### config.mk
export PLATFORM = sky130hd
export DESIGN_NAME = posix_cksum_crc32_core_flat
export DESIGN_NICKNAME = d
export VERILOG_FILES = /design/src/sv/pcksum_pkg.sv /design/src/sv/pcksum_in_if.sv /design/src/sv/pcksum_out_if.sv /design/src/sv/pcksum_dp.sv /design/src/sv/pcksum_ctrl.sv /design/src/sv/posix_cksum_crc32_core.sv /design/src/flat_wrapper.sv
export SDC_FILE = /design/constraint.sdc
export NUM_CORES = 1
export LEC_CHECK = 0
export ABC_CLOCK_PERIOD_IN_PS = 4350
export BUFFER_PORTS_ARGS = -buffer_cell sky130_fd_sc_hd__buf_2
export CORE_MARGIN = 1.5
export CORE_UTILIZATION = 50
export CTS_BUF_LIST = sky130_fd_sc_hd__clkbuf_16
export DETAILED_ROUTE_END_ITERATION = 12
export PLACE_DENSITY = 0.79
export SYNTH_ARGS = -nofsm -noshare
export SYNTH_HDL_FRONTEND = slang
export SYNTH_SLANG_ARGS = --single-unit
export TNS_END_PERCENT = 20
### constraint.sdc
create_clock -name clk -period 4.35 [get_ports clk]
set_input_delay 1.0875 -clock clk [delete_from_list [all_inputs] [get_ports clk]]
set_output_delay 1.0875 -clock clk [all_outputs]
set_load 0.03 [all_outputs]
### src/sv/pcksum_pkg.sv
// Shared types, constants and the CRC byte function for the POSIX cksum core.
// No dependencies; every other file imports this package.
package pcksum_pkg;

	localparam int CRC_W          = 32;
	localparam int OUT_COUNT_W    = 40;
	localparam int COUNT_BITS_DEF = 40;

	localparam logic [CRC_W-1:0] CRC_POLY = 32'h04C1_1DB7;
	localparam logic [CRC_W-1:0] CRC_ONES = 32'hFFFF_FFFF;

	typedef struct packed {
		logic [7:0] data_byte;
		logic       byte_valid;
		logic       last;
	} in_item_t;

	typedef struct packed {
		logic [CRC_W-1:0]       checksum;
		logic [OUT_COUNT_W-1:0] byte_count;
		logic                   count_overflow;
	} out_item_t;

	typedef enum logic {
		ST_RUN,
		ST_FOLD
	} ctrl_state_t;

	typedef struct packed {
		logic take;       // item accepted this cycle
		logic start_fold; // accepted item is the last of its message
		logic fold_step;  // fold one count byte into the CRC
		logic load_out;   // capture the finished result
	} dp_cmd_t;

	typedef struct packed {
		logic rest_zero;  // no count bytes left to fold
	} dp_status_t;

	// MSB-first CRC update by one byte, one shift per bit.
	function automatic logic [CRC_W-1:0] crc_take_byte(logic [CRC_W-1:0] crc, logic [7:0] b);
		logic [CRC_W-1:0] c;
		c = crc ^ {b, 24'h0};
		for (int i = 0; i < 8; i++) begin
			if (c[CRC_W-1]) begin
				c = {c[CRC_W-2:0], 1'b0} ^ CRC_POLY;
			end else begin
				c = {c[CRC_W-2:0], 1'b0};
			end
		end
		return c;
	endfunction

endpackage

### src/sv/pcksum_in_if.sv
// Message channel: valid/ready handshake carrying one message byte item.
// Depends on pcksum_pkg.
interface pcksum_in_if;
	import pcksum_pkg::*;

	logic     valid;
	logic     ready;
	in_item_t item;

	modport source (output valid, output item, input ready);
	modport sink (input valid, input item, output ready);
endinterface

### src/sv/pcksum_out_if.sv
// Result channel: valid/ready handshake carrying one checksum result item.
// Depends on pcksum_pkg.
interface pcksum_out_if;
	import pcksum_pkg::*;

	logic      valid;
	logic      ready;
	out_item_t item;

	modport source (output valid, output item, input ready);
	modport sink (input valid, input item, output ready);
endinterface

### src/sv/pcksum_dp.sv
// Datapath: running CRC and byte counter, length fold and result register.
// Depends on pcksum_pkg; driven by pcksum_ctrl commands.
module pcksum_dp #(
	parameter int COUNT_BITS = pcksum_pkg::COUNT_BITS_DEF
) (
	input  logic                   clk,
	input  logic                   arst_n,
	input  pcksum_pkg::in_item_t   in_item,
	input  pcksum_pkg::dp_cmd_t    cmd,
	output pcksum_pkg::dp_status_t status,
	output pcksum_pkg::out_item_t  out_item
);
	import pcksum_pkg::*;

	localparam int EXT_W = (COUNT_BITS > OUT_COUNT_W) ? COUNT_BITS : OUT_COUNT_W;

	logic [CRC_W-1:0]       crc_q;
	logic [COUNT_BITS-1:0]  cnt_q;
	logic                   ovf_q;
	logic [CRC_W-1:0]       fold_crc_q;
	logic [COUNT_BITS-1:0]  rest_q;
	logic                   fold_ovf_q;
	logic [OUT_COUNT_W-1:0] fold_cnt_q;
	out_item_t              out_q;

	logic [CRC_W-1:0]      crc_in;
	logic [COUNT_BITS-1:0] cnt_in;
	logic                  ovf_in;
	logic                  cnt_max;
	logic [EXT_W-1:0]      cnt_ext;

	always_comb begin
		cnt_max = &cnt_q;
		crc_in  = in_item.byte_valid ? crc_take_byte(crc_q, in_item.data_byte) : crc_q;
		cnt_in  = (in_item.byte_valid && !cnt_max) ? cnt_q + COUNT_BITS'(1) : cnt_q;
		ovf_in  = ovf_q | (in_item.byte_valid & cnt_max);
		cnt_ext = EXT_W'(cnt_in);
	end

	// Running message state; cleared when a message closes.
	always_ff @(posedge clk or negedge arst_n) begin
		if (!arst_n) begin
			crc_q <= '0;
			cnt_q <= '0;
			ovf_q <= 1'b0;
		end else if (cmd.take) begin
			if (cmd.start_fold) begin
				crc_q <= '0;
				cnt_q <= '0;
				ovf_q <= 1'b0;
			end else begin
				crc_q <= crc_in;
				cnt_q <= cnt_in;
				ovf_q <= ovf_in;
			end
		end
	end

	// Length fold: least significant count byte first, until the rest is zero.
	always_ff @(posedge clk or negedge arst_n) begin
		if (!arst_n) begin
			rest_q <= '0;
		end else if (cmd.start_fold) begin
			rest_q <= cnt_in;
		end else if (cmd.fold_step) begin
			rest_q <= rest_q >> 8;
		end
	end

	always_ff @(posedge clk) begin
		if (cmd.start_fold) begin
			fold_crc_q <= crc_in;
			fold_ovf_q <= ovf_in;
			fold_cnt_q <= cnt_ext[OUT_COUNT_W-1:0];
		end else if (cmd.fold_step) begin
			fold_crc_q <= crc_take_byte(fold_crc_q, rest_q[7:0]);
		end
	end

	always_ff @(posedge clk) begin
		if (cmd.load_out) begin
			out_q.checksum       <= fold_ovf_q ? '0 : (fold_crc_q ^ CRC_ONES);
			out_q.byte_count     <= fold_cnt_q;
			out_q.count_overflow <= fold_ovf_q;
		end
	end

	assign status.rest_zero = (rest_q == '0);
	assign out_item         = out_q;

endmodule

### src/sv/pcksum_ctrl.sv
// Controller: accepts items, sequences the length fold and owns result valid.
// Depends on pcksum_pkg; commands pcksum_dp.
module pcksum_ctrl (
	input  logic                   clk,
	input  logic                   arst_n,
	input  logic                   in_valid,
	input  logic                   in_last,
	output logic                   in_ready,
	output logic                   out_valid,
	input  logic                   out_ready,
	input  pcksum_pkg::dp_status_t status,
	output pcksum_pkg::dp_cmd_t    cmd
);
	import pcksum_pkg::*;

	ctrl_state_t state_q;
	ctrl_state_t state_d;
	logic        out_valid_q;
	logic        slot_free;

	assign slot_free = !out_valid_q || out_ready;

	always_comb begin
		state_d = state_q;
		case (state_q)
			ST_RUN: begin
				if (in_valid && in_last) begin
					state_d = ST_FOLD;
				end
			end
			ST_FOLD: begin
				if (status.rest_zero && slot_free) begin
					state_d = ST_RUN;
				end
			end
			default: state_d = ST_RUN;
		endcase
	end

	always_comb begin
		in_ready       = 1'b0;
		cmd.take       = 1'b0;
		cmd.start_fold = 1'b0;
		cmd.fold_step  = 1'b0;
		cmd.load_out   = 1'b0;
		case (state_q)
			ST_RUN: begin
				in_ready       = 1'b1;
				cmd.take       = in_valid;
				cmd.start_fold = in_valid && in_last;
			end
			ST_FOLD: begin
				cmd.fold_step = !status.rest_zero;
				cmd.load_out  = status.rest_zero && slot_free;
			end
			default: ;
		endcase
	end

	always_ff @(posedge clk or negedge arst_n) begin
		if (!arst_n) begin
			state_q     <= ST_RUN;
			out_valid_q <= 1'b0;
		end else begin
			state_q <= state_d;
			if (cmd.load_out) begin
				out_valid_q <= 1'b1;
			end else if (out_ready) begin
				out_valid_q <= 1'b0;
			end
		end
	end

	assign out_valid = out_valid_q;

	a_load_sets_valid: assert property (@(posedge clk) disable iff (!arst_n)
		cmd.load_out |=> out_valid_q)
		else $error("result not presented after load");

	a_no_take_in_fold: assert property (@(posedge clk) disable iff (!arst_n)
		!(cmd.take && (cmd.fold_step || cmd.load_out)))
		else $error("item taken during fold");

	a_last_enters_fold: assert property (@(posedge clk) disable iff (!arst_n)
		cmd.start_fold |=> state_q == ST_FOLD)
		else $error("last item did not start fold");

	a_fold_holds: assert property (@(posedge clk) disable iff (!arst_n)
		(state_q == ST_FOLD && !status.rest_zero) |=> state_q == ST_FOLD)
		else $error("fold left with count bytes pending");

endmodule

### src/sv/posix_cksum_crc32_core.sv
// POSIX cksum CRC-32 core: one message byte per item, one item accepted per cycle outside the fold.
// A last item starts the length fold: the count bytes up to the highest nonzero one
// (0 to ceil(COUNT_BITS/8) of them) are folded into the CRC, then the result register is loaded.
// No item is accepted during the fold; a waiting result holds the load, and the input with it.
// Reset clears CRC, byte counter, overflow flag, fold and result valid.
module posix_cksum_crc32_core #(
	parameter int COUNT_BITS = pcksum_pkg::COUNT_BITS_DEF
) (
	input logic          clk,
	input logic          arst_n,
	pcksum_in_if.sink    msg,
	pcksum_out_if.source result
);
	import pcksum_pkg::*;

	dp_cmd_t    cmd;
	dp_status_t status;

	pcksum_ctrl u_ctrl (
		.clk       (clk),
		.arst_n    (arst_n),
		.in_valid  (msg.valid),
		.in_last   (msg.item.last),
		.in_ready  (msg.ready),
		.out_valid (result.valid),
		.out_ready (result.ready),
		.status    (status),
		.cmd       (cmd)
	);

	pcksum_dp #(
		.COUNT_BITS (COUNT_BITS)
	) u_dp (
		.clk      (clk),
		.arst_n   (arst_n),
		.in_item  (msg.item),
		.cmd      (cmd),
		.status   (status),
		.out_item (result.item)
	);

endmodule
### src/flat_wrapper.sv
// flat-port wrapper written by rule: the top's interface ports become plain ports
module posix_cksum_crc32_core_flat import pcksum_pkg::*;
#(
	parameter int COUNT_BITS = pcksum_pkg::COUNT_BITS_DEF
)
  (clk, arst_n, msg_valid, msg_item, msg_ready, result_valid, result_item, result_ready);
  pcksum_in_if msg_i ();
  pcksum_out_if result_i ();
  input logic clk;
  input logic arst_n;
  input wire logic [$bits(msg_i.valid)-1:0] msg_valid;
  input wire logic [$bits(msg_i.item)-1:0] msg_item;
  output wire logic [$bits(msg_i.ready)-1:0] msg_ready;
  output wire logic [$bits(result_i.valid)-1:0] result_valid;
  output wire logic [$bits(result_i.item)-1:0] result_item;
  input wire logic [$bits(result_i.ready)-1:0] result_ready;
  assign msg_i.valid = msg_valid;
  assign msg_i.item = msg_item;
  assign msg_ready = msg_i.ready;
  assign result_valid = result_i.valid;
  assign result_item = result_i.item;
  assign result_i.ready = result_ready;
  posix_cksum_crc32_core #(.COUNT_BITS(COUNT_BITS)) u_core (.clk(clk), .arst_n(arst_n), .msg(msg_i), .result(result_i));
endmodule
Word level (Yosys, flattened, before mapping)
Index checks and enable logic that the tools add are counted.
{"block": "word_totals", "ff_bits": 261, "inputBits": 14, "word_cells": 93}
{"block": "op_classes", "n_bitwise": 22, "muxes": 47, "n_reduce_logical": 11, "add_sub_neg": 1}
{"operator": "32-bit two-way mux", "count": 18}
{"operator": "27-bit two-way mux", "count": 16}
{"operator": "14-bit inverter", "count": 16}
{"operator": "40-bit two-way mux", "count": 4}
{"operator": "32-bit XOR", "count": 2}
{"operator": "40-bit by 1-bit adder with 40-bit output, second input constant", "count": 1}
{"operator": "40-bit logical NOT", "count": 1}
{"operator": "40-bit AND reduction", "count": 1}
{"operator": "32-bit inverter", "count": 1}
{"operator": "1-bit two-way mux", "count": 6}
{"operator": "2-bit two-way mux", "count": 2}
{"operator": "2-bit nonzero test", "count": 2}
{"operator": "1-bit logical AND", "count": 3}
{"operator": "1-bit logical NOT", "count": 3}
{"operator": "1-bit one-hot mux with 2 select lines", "count": 1}
{"operator": "1-bit AND", "count": 1}
{"operator": "1-bit logical OR", "count": 1}
{"operator": "1-bit inverter", "count": 1}
{"operator": "1-bit OR", "count": 1}

Logic depth before layout (Yosys ltp)
{"block": "logic_depth", "ltp_word": 34, "depth_mapped": 11}

Modules after synthesis
A second synthesis with hierarchy kept.
{"block": "hier_totals", "cells_unflattened": 1159, "hier_area_um2": 13703.1}
{"mod": "pcksum_dp", "cells_per_inst": 1147, "area_per_inst_um2": 13591.8, "instances": 1}
{"mod": "pcksum_ctrl", "cells_per_inst": 12, "area_per_inst_um2": 111.4, "instances": 1}

Least setup slack after synthesis
No wires, ideal clock.
{"block": "synth_path", "path_type": "input to register", "from": "input port msg_valid", "to": "register u_core.u_dp.fold_crc_q[14] (data pin)", "t_arrival_ps": 3192, "n_path_buf": 2, "setup_slack_ps": 820, "stages": 6, "setup_ps": 338, "path_cell_list": "nor2b_1 clkbuf_1 nand2_1 inv_2 clkbuf_1 a31oi_1"}
{"element": "start: declaration", "line": "flat_wrapper.sv:11", "source": "input wire logic [$bits(msg_i.valid)-1:0] msg_valid;"}
{"element": "end signal: assignment", "line": "pcksum_dp.sv:72", "source": "fold_crc_q <= crc_in;"}
{"element": "end signal: assignment", "line": "pcksum_dp.sv:76", "source": "fold_crc_q <= crc_take_byte(fold_crc_q, rest_q[7:0]);"}
{"element": "end: declaration", "line": "pcksum_dp.sv:20", "source": "logic [CRC_W-1:0] fold_crc_q;"}

Worst setup path in the final report
{"block": "layout_path", "from": "register u_core.u_dp.rest_q[4]", "to": "register u_core.u_dp.rest_q[8]"}
{"block": "layout_between", "elab_chain_len": 4}
{"element": "start: declaration", "line": "pcksum_dp.sv:21", "source": "logic [COUNT_BITS-1:0] rest_q;"}
{"element": "start signal: assignment", "line": "pcksum_dp.sv:64", "source": "rest_q <= cnt_in;"}
{"element": "start signal: assignment", "line": "pcksum_dp.sv:66", "source": "rest_q <= rest_q >> 8;"}
{"element": "40-bit logical NOT", "line": "pcksum_dp.sv:88", "source": "assign status.rest_zero = (rest_q == '0);"}
{"element": "1-bit logical NOT", "line": "pcksum_ctrl.sv:53", "source": "cmd.fold_step = !status.rest_zero;"}
{"element": "2-bit two-way mux", "line": "pcksum_ctrl.sv:46", "source": "case (state_q)"}
{"element": "2-bit nonzero test (no source line)"}
Every way passes these cells.
A chain may end at the register's enable or synchronous reset.

==> results.toml <==
[pwr]
p_clk_frac = 0.176
p_switching_mw = 5.10
p_leak_nw = 5.92
total_power_mw = 12.7
power_frac_comb = 0.500
swShare = 0.402
powerDensity_mw_per_mm2 = 884
p_int_mw = 7.57
p_seq_frac = 0.324
ir_drop_v = 0.000595

[global_route]
grt_use_total = 0.224
grt_overflow = 0
grt_pass1_wl_um = 46300
grt_max_degree = 94
antenna_found_initial = 2
first_global_vias = 8509

[synthesis]
synth_edf_count = 146
syn_area_sq_mm = 0.0127
synth_cell_types = 65
synthCells = 1086
mappedNetlistNets = 1101
yosys_warnings = 0
synth-seq-cells = 261
synthFlopType = "edfxtp_1"
ys_async_sr_fraction = 0.441
syn_avg_cell_area_sq_um = 11.7
ys_seq_area_frac = 0.570

[detailed_routing]
wl_met1_um = 13100
wl_met3_um = 2620
wl_per_cell_um = 19.6
vias = 8825
routed_wl_um = 29400
drt_first_pass_iters = 5
drt_iter0_drc = 1023
met2_length_um = 13200
viasPerCell = 5.88
ant_nets = 0
drt_drc_violations_left = 0
highest_layer = "met4"

[final_layout]
layout.nets = 1165
areaGrowthSynthToFinish_pct = 12.5
nFillCells = 2026
utilization = 0.571
final_layout_size_suffix_gt1_frac = 0.154
fin_cells = 1501
final_area_sq_mm = 0.0143

[clock_tree]
cts_root_buffer = "clkbuf_16"
clk_latency_ns = 0.53
ctsResizeCount = 0
cts_max_level = 1
post_cts_buffers = 0
clkTransAtPathRegs_ns = 0.06
holdBufCountCts = 0
clockBufferDepth = 3
cts_tree = "yes"
clock-sinks = 261
cts_buffers = 26

[status]
status = "finished clean"

[floorplanning]
fp-row-count = 58
dieArea_sq_mm = 0.0264
core_sq_mm = 0.0251
boundaryPins = 89
fp.dieW_um = 163
die_h_um = 163
initial_core_util = 0.507

[place]
dp_hpwl_um = 20300
routabilityCongestion = 0.884
place_area_sq_mm = 0.0135
dpl.cell_count = 1452
portBuffers = 88

[worst_setup_path]
worstPathRequired_ns = 4.81
endpoint_kind = "flop"
critical_path_arrival_ns = 3.59
path_max_fanout = 18
worst-setup-path-type = "flop to flop"
worst_setup_path_start_kind = "flop"

[timing]
fmax_ghz = 0.320
min_period_ns = 3.13
final_hold_viol_count = 0
final_max_slew_viol_count = 0
setup_violations = 0
skew_ns = 0.00970
maxSlewHeadroom = 0.286
setup_tns_ns = 0
worstMarginPinSlew_ns = 1.07
fin_crit_sh = 0.719
rsz0062_at_grt = "no"

[flow_run]
drv_cap = 0

[min_path]
hold_path_class = "flop to flop"
## cell families after synthesis
kind of cell	Yosys count	share of synthesized area
compound gates	215	0.119
xor+xnor	174	0.130
fa+ha+maj	1	0.000982
buf+inv	79	0.0252
flops	261	0.570
mux	49	0.0388
simple gates	307	0.116
## worst max-delay path, cell delays in order, from the launching register on
cell     delay, ns
dfrtp_1       0.44
nor4_1        0.55
nand4_1       0.24
o31a_1        0.36
nor2_1        0.78
buf_4         0.38
a22oi_1       0.10
a21bo_2       0.21
## cell type report
cell class / instances / area, sq um / area share
Tap cell: 330 / 413 / 0.0288
Sequential cell: 261 / 7260 / 0.507
Multi-Input combinational cell: 746 / 5160 / 0.360
Clock inverter: 21 / 180 / 0.0126
Antenna cell: 1 / 2.50 / 0.000175
Inverter: 9 / 33.8 / 0.00236
Timing Repair Buffer: 106 / 603 / 0.0421
Clock buffer: 27 / 676 / 0.0471
## per-stage QoR
step                      hold WS [ns]  worst slack [ns]
after floorplan                  0.400             0.820
final                            0.419              1.22
after CTS                        0.419              1.27
after detailed placement         0.405             0.874
after global placement           0.402             0.955
after global routing             0.424              1.02
## layer usage
metal / global-route usage / up-vias
li1: - / 4059
met1: 0.328 / 4301
met2: 0.346 / 418
met3: 0.0405 / 47
met4: 0.0575 / 0
met5: 0 / -
## cell usage in the layout, fill, tap and decap left out, types with 9 or more instances in the layout
cell | Yosys | routed
nor4_1 | 15 | 15
xnor2_1 | 131 | 131
a21bo_2 | 10 | 10
xor2_1 | 31 | 31
o21ai_0 | 74 | 74
inv_1 | 7 | 13
a22oi_1 | 13 | 13
a22o_1 | 18 | 18
edfxtp_1 | 146 | 146
a221o_1 | 13 | 13
dfrtp_1 | 115 | 115
and3_1 | 17 | 16
nor3_1 | 13 | 13
buf_4 | 3 | 17
a21oi_1 | 20 | 20
o2bb2ai_1 | 9 | 9
nand2_1 | 110 | 108
a21o_1 | 17 | 17
clkbuf_16 | 0 | 27
buf_2 | 5 | 87
nand4_1 | 19 | 19
nand3_1 | 22 | 22
nor2_1 | 75 | 75
mux2i_1 | 46 | 46
## cells in the mapped netlist, drive strengths merged, types with 7 or more instances
library cell | instances | area share
buf | 11 | 0.0052
a21oi | 20 | 0.0079
nor2 | 75 | 0.022
dfrtp | 115 | 0.23
a221o | 13 | 0.010
a22oi | 13 | 0.0077
nor3 | 13 | 0.0051
nor3b | 7 | 0.0041
o2bb2ai | 9 | 0.0062
nand2 | 110 | 0.032
nor4 | 16 | 0.0090
nand4 | 20 | 0.010
a22o | 18 | 0.012
a21bo | 11 | 0.0086
xnor2 | 135 | 0.095
mux2i | 46 | 0.036
xor2 | 33 | 0.024
nand3 | 22 | 0.0086
edfxtp | 146 | 0.34
a21o | 17 | 0.010
and2 | 7 | 0.0034
and3 | 17 | 0.0083
o21ai | 76 | 0.030
inv | 8 | 0.0024
clkbuf | 59 | 0.017
## path summary, 6_finish.rpt
| check | startpoint | end | slack (ns) | cells past startpoint |
|---|---|---|---|---|
| setup / recovery | u_core.u_dp.rest_q[4]$_DFFE_PN0P_ | u_core.u_dp.rest_q[8]$_DFFE_PN0P_ | 1.22 | 7 |
| hold / removal | u_core.u_dp.fold_cnt_q[36]$_DFFE_PP_ | u_core.u_dp.out_item[37]$_DFFE_PP_ | 0.42 | 0 |
| setup reg to reg | u_core.u_dp.rest_q[4]$_DFFE_PN0P_ | u_core.u_dp.rest_q[8]$_DFFE_PN0P_ | 1.22 | 7 |
| hold reg to reg | u_core.u_dp.fold_cnt_q[36]$_DFFE_PP_ | u_core.u_dp.out_item[37]$_DFFE_PP_ | 0.42 | 0 |
| max in group asynchronous | arst_n | u_core.u_dp.rest_q[34]$_DFFE_PN0P_ | 2.94 | 2 |
| min in group asynchronous | arst_n | u_core.u_dp.crc_q[2]$_DFFE_PN0P_ | 0.61 | 1 |
## sequential cells by signal, indices dropped and copies added (netlist names)
register,flops
u_core.u_ctrl.state_q,1
u_core.u_dp.fold_crc_q,32
u_core.u_dp.fold_cnt_q,40
u_core.u_dp.out_item,73
u_core.u_dp.ovf_q,1
u_core.u_ctrl.out_valid,1
u_core.u_dp.crc_q,32
u_core.u_dp.cnt_q,40
u_core.u_dp.rest_q,40
u_core.u_dp.fold_ovf_q,1
## power groups by stage
stage / clock [mW] / sequential [mW] / combinational, mW
2_1_floorplan: 0 / 4.30 / 4.52
3_3_place_gp: 0 / 4.12 / 6.05
3_5_place_dp: 0 / 4.13 / 6.19
4_1_cts: 2.25 / 4.09 / 6.29
5_1_grt: 2.36 / 4.15 / 6.92
6_report: 2.23 / 4.10 / 6.34
Power figures use the tool's default switching activity.
